<file path="src/rtl/att_pkg.sv">
// Shared constants, register indexes and sequencer states for the averaged threshold trigger.
package att_pkg;

  localparam int WINDOW_MAX = 16;
  localparam int SLOT_W     = $clog2(WINDOW_MAX);
  localparam int SAMPLE_W   = 32;
  localparam int SUM_W      = SAMPLE_W + SLOT_W;
  localparam int TIME_W     = 24;
  localparam int CNT_W      = TIME_W + 1;
  localparam int LEN_W      = 5;
  localparam int IDX_W      = 3;
  localparam int DIV_CNT_W  = $clog2(SUM_W);

  typedef enum logic [IDX_W-1:0] {
    REG_THRESHOLD    = 3'd0,
    REG_AUTO_LEVEL   = 3'd1,
    REG_SUSTAIN_TIME = 3'd2,
    REG_HOLD_TIME    = 3'd3,
    REG_POLARITY     = 3'd4,
    REG_WINDOW_SIZE  = 3'd5
  } cfg_reg_t;

  typedef enum logic [2:0] {
    ST_IDLE,
    ST_ACCUM,
    ST_LOAD,
    ST_DIVIDE,
    ST_DECIDE
  } state_t;

endpackage

</file>
<file path="src/rtl/averaged_threshold_trigger.sv">
// Averaged threshold trigger: moving average, serial divider and trigger/hold sequencer.
//
// Usage. Each input word carries a signed Q16.16 sample and an unsigned Q8.16
// time step; it is taken when in_valid and in_ready are both high. Every input
// word yields exactly one output word (average, triggering, fired, released),
// offered on out_valid and taken when out_ready is high.
// Processing. After a word is accepted the block updates the window sum, loads
// the divider, runs the restoring divider (one quotient bit per cycle, for every
// bit of the sum width) and then makes the trigger decision. A new word is taken
// only once the block has finished the previous one and returned to idle.
// Stalls. The result sits in an output register, so in_ready returns while an
// earlier result still waits; a following result only waits in the decision
// step until the receiver has taken the previous one.
// Reset. rst is synchronous and active high: registers return to their
// defaults (window_size of one), the window reads as zero through per-entry
// valid bits, the trigger is idle and both countdowns are zero.
// Configuration is written through cfg_we, cfg_index and cfg_data, by the user
// only while the block is idle, which the block itself does not enforce; writing
// window_size also empties the window and reloads the sustain countdown.
module averaged_threshold_trigger (
  input  logic                                clk,
  input  logic                                rst,
  input  logic                                cfg_we,
  input  logic [att_pkg::IDX_W-1:0]           cfg_index,
  input  logic [att_pkg::SAMPLE_W-1:0]        cfg_data,
  input  logic                                in_valid,
  output logic                                in_ready,
  input  logic signed [att_pkg::SAMPLE_W-1:0] sample,
  input  logic [att_pkg::TIME_W-1:0]          time_step,
  output logic                                out_valid,
  input  logic                                out_ready,
  output logic signed [att_pkg::SAMPLE_W-1:0] average,
  output logic                                triggering,
  output logic                                fired,
  output logic                                released
);
  import att_pkg::*;

  // Configuration registers.
  logic signed [SAMPLE_W-1:0] threshold;
  logic signed [SAMPLE_W-1:0] auto_level;
  logic [TIME_W-1:0]          sustain_time;
  logic [TIME_W-1:0]          hold_time;
  logic                       polarity;
  logic [LEN_W-1:0]           window_size;

  // Window storage; an entry whose valid bit is clear reads as zero.
  logic signed [SAMPLE_W-1:0] win [WINDOW_MAX];
  logic [WINDOW_MAX-1:0]      win_vld;
  logic [SLOT_W-1:0]          write_slot;
  logic signed [SUM_W-1:0]    window_sum;

  // Trigger state.
  logic                       active;
  logic signed [CNT_W-1:0]    sustain_left;
  logic signed [CNT_W-1:0]    hold_left;

  // Latched input word.
  logic signed [SAMPLE_W-1:0] sample_r;
  logic [TIME_W-1:0]          dt_r;

  // Divider.
  logic [SUM_W-1:0]           quo;
  logic [LEN_W-1:0]           rem;
  logic                       sum_neg;
  logic [DIV_CNT_W-1:0]       div_cnt;

  state_t state, state_next;

  // Effective window length, clamped into one to WINDOW_MAX.
  logic [LEN_W-1:0] eff_len;
  always_comb begin
    if (window_size == '0) begin
      eff_len = LEN_W'(1);
    end else if (int'(window_size) > WINDOW_MAX) begin
      eff_len = LEN_W'(WINDOW_MAX);
    end else begin
      eff_len = window_size;
    end
  end

  // Window update.
  logic [SLOT_W-1:0]          slot_eff;
  logic [LEN_W-1:0]           slot_inc;
  logic [SLOT_W-1:0]          write_slot_next;
  logic signed [SAMPLE_W-1:0] old_sample;
  logic signed [SUM_W-1:0]    sum_acc;

  always_comb begin
    slot_eff        = (LEN_W'(write_slot) >= eff_len) ? '0 : write_slot;
    slot_inc        = LEN_W'(slot_eff) + LEN_W'(1);
    write_slot_next = (slot_inc >= eff_len) ? '0 : slot_inc[SLOT_W-1:0];
    old_sample      = win_vld[slot_eff] ? win[slot_eff] : '0;
    sum_acc         = window_sum - SUM_W'(old_sample) + SUM_W'(sample_r);
  end

  // One restoring division step.
  logic [LEN_W:0]   rem_sh;
  logic [LEN_W+1:0] rem_diff;
  logic             rem_ge;
  always_comb begin
    rem_sh   = {rem, quo[SUM_W-1]};
    rem_diff = {1'b0, rem_sh} - {2'b00, eff_len};
    rem_ge   = ~rem_diff[LEN_W+1];
  end

  // Countdown by the time step, floored at the most negative count.
  function automatic logic signed [CNT_W-1:0] count_down(
    input logic signed [CNT_W-1:0] c,
    input logic [TIME_W-1:0]       dt
  );
    logic [CNT_W:0] d;
    d = {c[CNT_W-1], c} - {2'b00, dt};
    if (d[CNT_W] && !d[CNT_W-1]) begin
      count_down = {1'b1, {(CNT_W-1){1'b0}}};
    end else begin
      count_down = d[CNT_W-1:0];
    end
  endfunction

  // Trigger decision on the finished quotient.
  logic signed [SAMPLE_W-1:0] avg_c;
  logic                       beyond_auto;
  logic                       beyond_thr;
  logic                       active_next;
  logic signed [CNT_W-1:0]    sustain_next;
  logic signed [CNT_W-1:0]    hold_next;
  logic                       fired_c;
  logic                       released_c;

  always_comb begin
    avg_c        = sum_neg ? -quo[SAMPLE_W-1:0] : quo[SAMPLE_W-1:0];
    beyond_auto  = polarity ? (avg_c < auto_level) : (avg_c > auto_level);
    beyond_thr   = polarity ? (avg_c < threshold) : (avg_c > threshold);
    active_next  = active;
    sustain_next = sustain_left;
    hold_next    = hold_left;
    fired_c      = 1'b0;
    released_c   = 1'b0;
    if (!active) begin
      if (beyond_auto) begin
        fired_c = 1'b1;
      end else if (beyond_thr) begin
        sustain_next = count_down(sustain_left, dt_r);
        fired_c      = sustain_next[CNT_W-1];
      end else begin
        sustain_next = {1'b0, sustain_time};
      end
      if (fired_c) begin
        active_next = 1'b1;
        hold_next   = {1'b0, hold_time};
      end
    end else begin
      if (beyond_thr) begin
        hold_next = {1'b0, hold_time};
      end else begin
        hold_next = count_down(hold_left, dt_r);
        if (hold_next[CNT_W-1]) begin
          released_c   = 1'b1;
          active_next  = 1'b0;
          sustain_next = {1'b0, sustain_time};
        end
      end
    end
  end

  // Sequencer: next state and handshake.
  logic commit;
  always_comb begin
    state_next = state;
    in_ready   = 1'b0;
    commit     = 1'b0;
    unique case (state)
      ST_IDLE: begin
        in_ready = 1'b1;
        if (in_valid) state_next = ST_ACCUM;
      end
      ST_ACCUM:  state_next = ST_LOAD;
      ST_LOAD:   state_next = ST_DIVIDE;
      ST_DIVIDE: begin
        if (div_cnt == DIV_CNT_W'(SUM_W - 1)) state_next = ST_DECIDE;
      end
      ST_DECIDE: begin
        if (!out_valid || out_ready) begin
          commit     = 1'b1;
          state_next = ST_IDLE;
        end
      end
      default: state_next = ST_IDLE;
    endcase
  end

  always_ff @(posedge clk) begin
    if (rst) begin
      state <= ST_IDLE;
    end else begin
      state <= state_next;
    end
  end

  // Control state, configuration and trigger registers.
  always_ff @(posedge clk) begin
    if (rst) begin
      threshold    <= '0;
      auto_level   <= '0;
      sustain_time <= '0;
      hold_time    <= '0;
      polarity     <= 1'b0;
      window_size  <= LEN_W'(1);
      win_vld      <= '0;
      write_slot   <= '0;
      window_sum   <= '0;
      active       <= 1'b0;
      sustain_left <= '0;
      hold_left    <= '0;
      out_valid    <= 1'b0;
    end else begin
      if (cfg_we) begin
        unique case (cfg_index)
          REG_THRESHOLD:    threshold    <= cfg_data;
          REG_AUTO_LEVEL:   auto_level   <= cfg_data;
          REG_SUSTAIN_TIME: sustain_time <= cfg_data[TIME_W-1:0];
          REG_HOLD_TIME:    hold_time    <= cfg_data[TIME_W-1:0];
          REG_POLARITY:     polarity     <= cfg_data[0];
          REG_WINDOW_SIZE: begin
            window_size  <= cfg_data[LEN_W-1:0];
            win_vld      <= '0;
            write_slot   <= '0;
            window_sum   <= '0;
            sustain_left <= {1'b0, sustain_time};
          end
          default: ;
        endcase
      end
      if (state == ST_ACCUM) begin
        win_vld[slot_eff] <= 1'b1;
        write_slot        <= write_slot_next;
        window_sum        <= sum_acc;
      end
      if (commit) begin
        active       <= active_next;
        sustain_left <= sustain_next;
        hold_left    <= hold_next;
        out_valid    <= 1'b1;
      end else if (out_valid && out_ready) begin
        out_valid <= 1'b0;
      end
    end
  end

  // Payload and divider registers.
  always_ff @(posedge clk) begin
    if (in_valid && in_ready) begin
      sample_r <= sample;
      dt_r     <= time_step;
    end
    if (state == ST_ACCUM) begin
      win[slot_eff] <= sample_r;
    end
    if (state == ST_LOAD) begin
      quo     <= window_sum[SUM_W-1] ? SUM_W'(-window_sum) : SUM_W'(window_sum);
      sum_neg <= window_sum[SUM_W-1];
      rem     <= '0;
      div_cnt <= '0;
    end
    if (state == ST_DIVIDE) begin
      quo     <= {quo[SUM_W-2:0], rem_ge};
      rem     <= rem_ge ? rem_diff[LEN_W-1:0] : rem_sh[LEN_W-1:0];
      div_cnt <= div_cnt + DIV_CNT_W'(1);
    end
    if (commit) begin
      average    <= avg_c;
      triggering <= active_next;
      fired      <= fired_c;
      released   <= released_c;
    end
  end

  // The next write position always lies inside the effective window.
  a_slot_in_window: assert property (@(posedge clk) disable iff (rst)
    LEN_W'(write_slot) < eff_len)
    else $error("write_slot outside the effective window");

  // An accepted word keeps the input closed on the following cycle.
  a_busy_after_accept: assert property (@(posedge clk) disable iff (rst)
    in_valid && in_ready |=> !in_ready)
    else $error("input accepted twice in a row");

  // A word that fires the trigger leaves it active; one that releases leaves it idle.
  a_fired_active: assert property (@(posedge clk) disable iff (rst)
    out_valid && fired |-> triggering && !released)
    else $error("fired without an active trigger");

  a_released_idle: assert property (@(posedge clk) disable iff (rst)
    out_valid && released |-> !triggering)
    else $error("released with the trigger still active");

  // A result is only loaded when the previous one has gone or is being taken.
  a_no_overwrite: assert property (@(posedge clk) disable iff (rst)
    commit |-> !out_valid || out_ready)
    else $error("output word overwritten before it was taken");

endmodule

</file>
<file path="config.mk">
export PLATFORM = sky130hd
export DESIGN_NAME = averaged_threshold_trigger
export DESIGN_NICKNAME = d
export VERILOG_FILES = /design/src/rtl/att_pkg.sv /design/src/rtl/averaged_threshold_trigger.sv
export SDC_FILE = /design/constraint.sdc
export NUM_CORES = 2
export LEC_CHECK = 0
export BUFFER_PORTS_ARGS = -buffer_cell sky130_fd_sc_hd__buf_2
export CORE_MARGIN = 1.5
export CORE_UTILIZATION = 25
export CTS_BUF_LIST = sky130_fd_sc_hd__clkbuf_16
export CTS_CLUSTER_DIAMETER = 100
export DETAILED_ROUTE_END_ITERATION = 10
export MAX_ROUTING_LAYER = met4
export PLACE_DENSITY = 0.4
export SLEW_MARGIN = 40
export SYNTH_ARGS = -nofsm -noshare
export SYNTH_HDL_FRONTEND = slang
export SYNTH_SLANG_ARGS = --single-unit
</file>
<file path="constraint.sdc">
create_clock -name clk -period 6.8 [get_ports clk]
set_input_delay 0 -clock clk [delete_from_list [all_inputs] [get_ports clk]]
set_output_delay 0 -clock clk [all_outputs]
set_load 0.005 [all_outputs]
</file>
=== Word level (Yosys, flattened, before mapping) ===
Memory sizes are Yosys's and may differ from the RTL's.
Cells that the tools add are included.

* Bitwise operators: 3
* Mux-type cells: 64
* Add/subtract/negate cells: 9
* Order comparisons: 9
* Equal/unequal tests: 16
* Reduce and logical (&&, ||, !) cells: 30

{| class="wikitable"
|+ Operators by type and width
! operator !! number
|-
| $mux 25 || 15
|-
| $mux 36 || 6
|-
| $gt 32x32->1 || 2
|-
| $lt 32x32->1 || 2
|-
| $mux 16 || 4
|-
| $mux 32 || 2
|-
| $sub 25x25->26 || 2
|-
| $add 36x32->36 || 1
|-
| $neg 36->36 || 1
|-
| $sub 36x32->36 || 1
|-
| $neg 32->32 || 1
|-
| $mux 5 || 5
|-
| $mux 4 || 5
|-
| $mux 1 || 19
|-
| $or 16x16->16 || 1
|-
| $reduce_and 2->1 || 8
|-
| $pmux 3 s5 || 1
|-
| $reduce_bool 2->1 || 7
|-
| $eq 3x2->1 const B || 4
|-
| $mux 6 || 2
|-
| $eq 3x3->1 const B || 3
|-
| $mux 3 || 3
|-
| $sub 6x5->7 || 1
|-
| $add 6x1->6 const B || 1
|-
| other kinds (22) || 34
|}

* Input port bits: 96
* Output and inout port bits: 37
* Flip-flop bits (word level): 368
* Logic and storage cells: 156
* Bits in writable memories: 512
* Memories: 1

{| class="wikitable"
|+ Memories
! memory !! words !! bits a word !! read ports !! clocked after Yosys merged registers in !! write ports !! line !! text
|-
| win || 16 || 32 || 1 || 0 || 1 || averaged_threshold_trigger.sv:48 || <nowiki>logic signed [SAMPLE_W-1:0] win [WINDOW_MAX];</nowiki>
|}

=== Longest topological paths before layout ===
* Depth in word-level cells: 11
* Gate-level depth with buffers: 33
* Gate-level depth less buffers: 30

=== Worst setup path after synthesis ===
No wires, ideal clock.

* Kind: flip-flop to flip-flop
* From: reg window_size[1]
* To: reg window_sum[33]
* Cell stages (with the launch flop): 30
* Buffers on the path: 3
* Setup slack: 0.663 ns
* Setup time: 0.129 ns
* Clock period less this slack: 6.137 ns
* Arrival time: 6.008 ns
* Required time: 6.671 ns
* Cell sequence: dfxtp_1 > nor3_1 > nor2_1 > nor2_1 > ha_1 > nand2b_1 > a2111oi_0 > or3_1 > buf_2 > nor3b_1 > clkbuf_1 > clkbuf_1 > a221oi_1 > o21ai_0 > nand4_1 > nor2_1 > fa_1 > inv_1 > ha_1 > a21o_1 > a21o_1 > a221o_1 > a221oi_1 > o21ai_0 > a31oi_1 > a2bb2oi_1 > nand2b_1 > a21oi_1 > xor2_1 > o21ai_0

* Word-level cells in the longest chain between the ends: 11
* Elaborated cells between the ends (all ways): 13
* Those cells by class: add/sub: 2; order compare: 2; mux: 7; reduce/logical: 1; memory: 1

{| class="wikitable"
|+ RTL lines
! what !! line !! text
|-
| start, declared || averaged_threshold_trigger.sv:45 || <nowiki>logic [LEN_W-1:0] window_size;</nowiki>
|-
| start signal, assigned || averaged_threshold_trigger.sv:226 || <nowiki>window_size <= cfg_data[LEN_W-1:0];</nowiki>
|-
| $gt 5x5->1 || averaged_threshold_trigger.sv:75 || <nowiki>end else if (int'(window_size) > WINDOW_MAX) begin</nowiki>
|-
| $mux 5 || averaged_threshold_trigger.sv:75 ||
|-
| $mux 5 * || averaged_threshold_trigger.sv:73 || <nowiki>if (window_size == '0) begin</nowiki>
|-
| $ge 4x5->1 * || averaged_threshold_trigger.sv:90 || <nowiki>slot_eff = (LEN_W'(write_slot) >= eff_len) ? '0 : write_slot;</nowiki>
|-
| $mux 4 * || averaged_threshold_trigger.sv:90 ||
|-
| $bmux 1 s4 || averaged_threshold_trigger.sv:93 || <nowiki>old_sample = win_vld[slot_eff] ? win[slot_eff] : '0;</nowiki>
|-
| $mux 1 (not written as such) || averaged_threshold_trigger.sv:93 ||
|-
| $mux 32 * || averaged_threshold_trigger.sv:93 ||
|-
| $sub 36x32->36 * || averaged_threshold_trigger.sv:94 || <nowiki>sum_acc = window_sum - SUM_W'(old_sample) + SUM_W'(sample_r);</nowiki>
|-
| $add 36x32->36 * || averaged_threshold_trigger.sv:94 ||
|-
| $mux 36 * || averaged_threshold_trigger.sv:235 || <nowiki>if (state == ST_ACCUM) begin</nowiki>
|-
| end signal, assigned || averaged_threshold_trigger.sv:238 || <nowiki>window_sum <= sum_acc;</nowiki>
|-
| end, declared || averaged_threshold_trigger.sv:51 || <nowiki>logic signed [SUM_W-1:0] window_sum;</nowiki>
|}

Mark *: on every way between the ends. The rest lies on a longest branch, timed or not. The select of a mux whose other input is x is not followed.
A chain may end at the register's enable or synchronous reset.

=== Worst setup path after layout ===
* From: reg window_size[1]
* To: reg window_sum[24]

Same word-level chain as after synthesis.

==> flow_metrics.env <==
export IMPL_status="complete, no violations"
export IMPL_cp_num_buf_inv=3
export IMPL_clock_latency_ps=760
export IMPL_hpwlAfterDp_um=85500
export IMPL_ys_flop_type="edfxtp_1"
export IMPL_areaGrowthSynthToFinish_pct=21.9
export IMPL_worst_slack_ps=508
export IMPL_final_cells=6160
export IMPL_clockBufferDepth=3
export IMPL_start_kind="flip-flop"
export IMPL_maxCapViolations=0
export IMPL_drt_wl_total_um=131000
export IMPL_drtIter0Drc=1961
export IMPL_vias=28580
export IMPL_period_share=0.925
export IMPL_syn_area_per_cell_sq_um=11.5
export IMPL_place_gp_congestion=0.820
export IMPL_pre_cts_slack_ps=277
export IMPL_die_area_sq_um=166000
export IMPL_total_power_w=0.0142
export IMPL_end_kind="flip-flop"
export IMPL_vias_per_cell=4.64
export IMPL_netlist_top_cells_count="edfxtp_1, nand2_1, inv_1"
export IMPL_fmax_mhz=159
export IMPL_path_max_fanout=29
export IMPL_die_x_um=408
export IMPL_regArea_sq_um=24100
export IMPL_antenna_found_initial=2
export IMPL_ys_async_sr_fraction=0
export IMPL_grt_pass1_vias=28688
export IMPL_numClockSinks=880
export IMPL_nNetsFinal=4200
export IMPL_synth_top_area_frac=0.477
export IMPL_synth_seq_area_share=0.589
export IMPL_synth_warnings=0
export IMPL_die_h_um=408
export IMPL_power_leakage_nw=17.4
export IMPL_relSlewSlack=0.422
export IMPL_cpMaxStageDelayCell="fa_1"
export IMPL_critPathMaxStageDelay_ps=480
export IMPL_routed_wl_met2_um=61300
export IMPL_drt_met1_wl_um=61400
export IMPL_crit_cells=28
export IMPL_portBuffers=132
export IMPL_syn_instance_count=3571
export IMPL_postRouteAntennaNets=0
export IMPL_drc_errors=0
export IMPL_cts_tree="yes"
export IMPL_ys_ff_latch=880
export IMPL_worstHoldPathType="input port to flip-flop"
export IMPL_nFillCells=16633
export IMPL_critPathKind="flip-flop to flip-flop"
export IMPL_fin_setup_tns_ps=0
export IMPL_setup_viol=0
export IMPL_globalRouteOverflowTotal=0
export IMPL_arrival_ps=6900
export IMPL_cp_data_required_time_ps=7410
export IMPL_min_delay_path_depth=4
export IMPL_synth_fp_nets=3874
export IMPL_worst_r2r_path_depth=28
export IMPL_top_layer="met4"
export IMPL_crit_top_cell="nor2_1"
export IMPL_fp_row_count=148
export IMPL_core_sq_um=163000
export IMPL_tightest_slew_ps=861
export IMPL_syn_cell_area_sq_um=41000
export IMPL_post_drt_wl_per_cell_um=21.3
export IMPL_dp_cells=5803
export IMPL_final_hold_violation_count=0
export IMPL_wl_met3_um=5140
export IMPL_root_buffer="clkbuf_16"
export IMPL_cts_made_buffers=107
export IMPL_cp_top_family="compound AO/OA/AOI/OAI gates"
export IMPL_grt_pass1_wl_um=194000
export IMPL_fin_hold_ws_ps=93.1
export IMPL_start_util=0.252
export IMPL_dr_pass1_iters=5
export IMPL_multi_input_area_sq_um=15400
export IMPL_synth_top_area_cell="edfxtp_1"
export IMPL_drive_gt1_frac=0.112
export IMPL_netlist_top_cells_area="edfxtp_1, dfxtp_1, ha_1"
export IMPL_synth_edf_count=651
export IMPL_ir_drop_mv=0.221
export IMPL_clkTransAtPathRegs_ps=60
export IMPL_powerDensity_nw_per_um2=283
export IMPL_yosysUniqueCellTypes=77
export IMPL_track_usage=0.160
export IMPL_yosysMostFrequentCell="edfxtp_1"
export IMPL_h_tree_depth=3
export IMPL_period_needed_ps=6290
export IMPL_grt_max_degree=90
export IMPL_finClkSkew_ps=32.6
export IMPL_slew_violations=0
export IMPL_ios=133
==> cells by family after synthesis <==
family	after synthesis	synth area share
mux	138	0.0338
buf+inv	450	0.0421
compound gates	905	0.143
flops	880	0.589
xor+xnor	139	0.0297
fa+ha+maj	207	0.0702
simple gates	852	0.0928
==> registers in the layout, indices dropped and copies added (netlist names), 16 cells and up <==
name and count:
window_sum 36, hold_time 24, auto_level 32, average 32, threshold 32, sustain_time 24, sustain_left 25, win_vld 16
win 512, sample_r 32, dt_r 24, quo 36, hold_left 25
==> worst paths after layout <==
| path | startpoint | endpoint | slack (ps) |
|---|---|---|---|
| min | cfg_data[25] | threshold[25] | 90 |
| min reg2reg | auto_level[10] | auto_level[10] | 450 |
| max | window_size[1] | window_sum[24] | 510 |
| max reg2reg | window_size[1] | window_sum[24] | 510 |
==> layer usage <==
layer / vias to the layer above / global-route usage
met5: - / -
met4: 0 / 0.0427
met3: 157 / 0.0255
met2: 528 / 0.254
met1: 14124 / 0.212
li1: 13771 / -
==> worst register-to-register path, delay by kind of cell (launching register included) <==
family | cells | cell delay [ps]
compound gates | 12 | 2450
simple gates | 8 | 1230
fa+ha+maj | 3 | 1100
buf+inv | 3 | 600
mux | 1 | 330
flops | 1 | 320
xor+xnor | 1 | 160
==> placed cells by master, fill, tap and decap left out, types with 14 or more instances in the layout <==
| master | Yosys | layout |
|---|---|---|
| xnor2_1 | 115 | 111 |
| o31ai_1 | 21 | 21 |
| edfxtp_1 | 651 | 651 |
| nand2_1 | 381 | 380 |
| nor2_4 | 0 | 17 |
| dlygate4sd3_1 | 0 | 159 |
| buf_12 | 0 | 14 |
| ha_1 | 169 | 169 |
| buf_4 | 0 | 84 |
| nand2b_1 | 31 | 31 |
| a21o_1 | 46 | 46 |
| mux2i_1 | 136 | 136 |
| nand3_1 | 43 | 42 |
| a211oi_1 | 45 | 45 |
| nand4_1 | 51 | 51 |
| clkbuf_16 | 0 | 108 |
| nor3_1 | 40 | 38 |
| o21ai_0 | 237 | 236 |
| fa_1 | 38 | 38 |
| nor2_1 | 212 | 193 |
| a22oi_1 | 39 | 39 |
| nor2b_1 | 20 | 19 |
| clkinv_1 | 1 | 27 |
| dfxtp_1 | 229 | 229 |
| o21a_1 | 19 | 18 |
| xor2_1 | 24 | 24 |
| a21oi_1 | 246 | 244 |
| a221oi_1 | 144 | 143 |
| inv_1 | 270 | 295 |
| buf_2 | 30 | 131 |
==> final cells by class <==
type,instances,area share
flip-flops and latches,880,0.483
multi-input cells,2241,0.309
repair buffers,395,0.0657
well taps,2175,0.0545
clock buffers,108,0.0541
inverters,272,0.0204
clock inverters,87,0.0136
diodes,2,0.000100
==> power by group <==
group	switching [W]	internal, W	leakage (nW)
combinational	0.00145	0.000992	7.85
clock	0.00240	0.00318	1.74
sequential	0.000167	0.00596	7.77
==> timing repair <==
item / CTS / global route
gates resized for setup: 0 / 16
buffers inserted: 0 / 1
endpoints found under the hold margin: 201 / 0
hold buffers: 159 / 0
endpoints found under the setup margin: 0 / 32
==> stage by stage <==
stage                      util  cell area (sq um)
after floorplan               -              41000
after global placement    0.275              44800
after detailed placement  0.276              44900
final                     0.307              50000
after global routing      0.307              50000
after CTS                 0.306              49900
No activity file was read; power rests on OpenSTA's default activity.
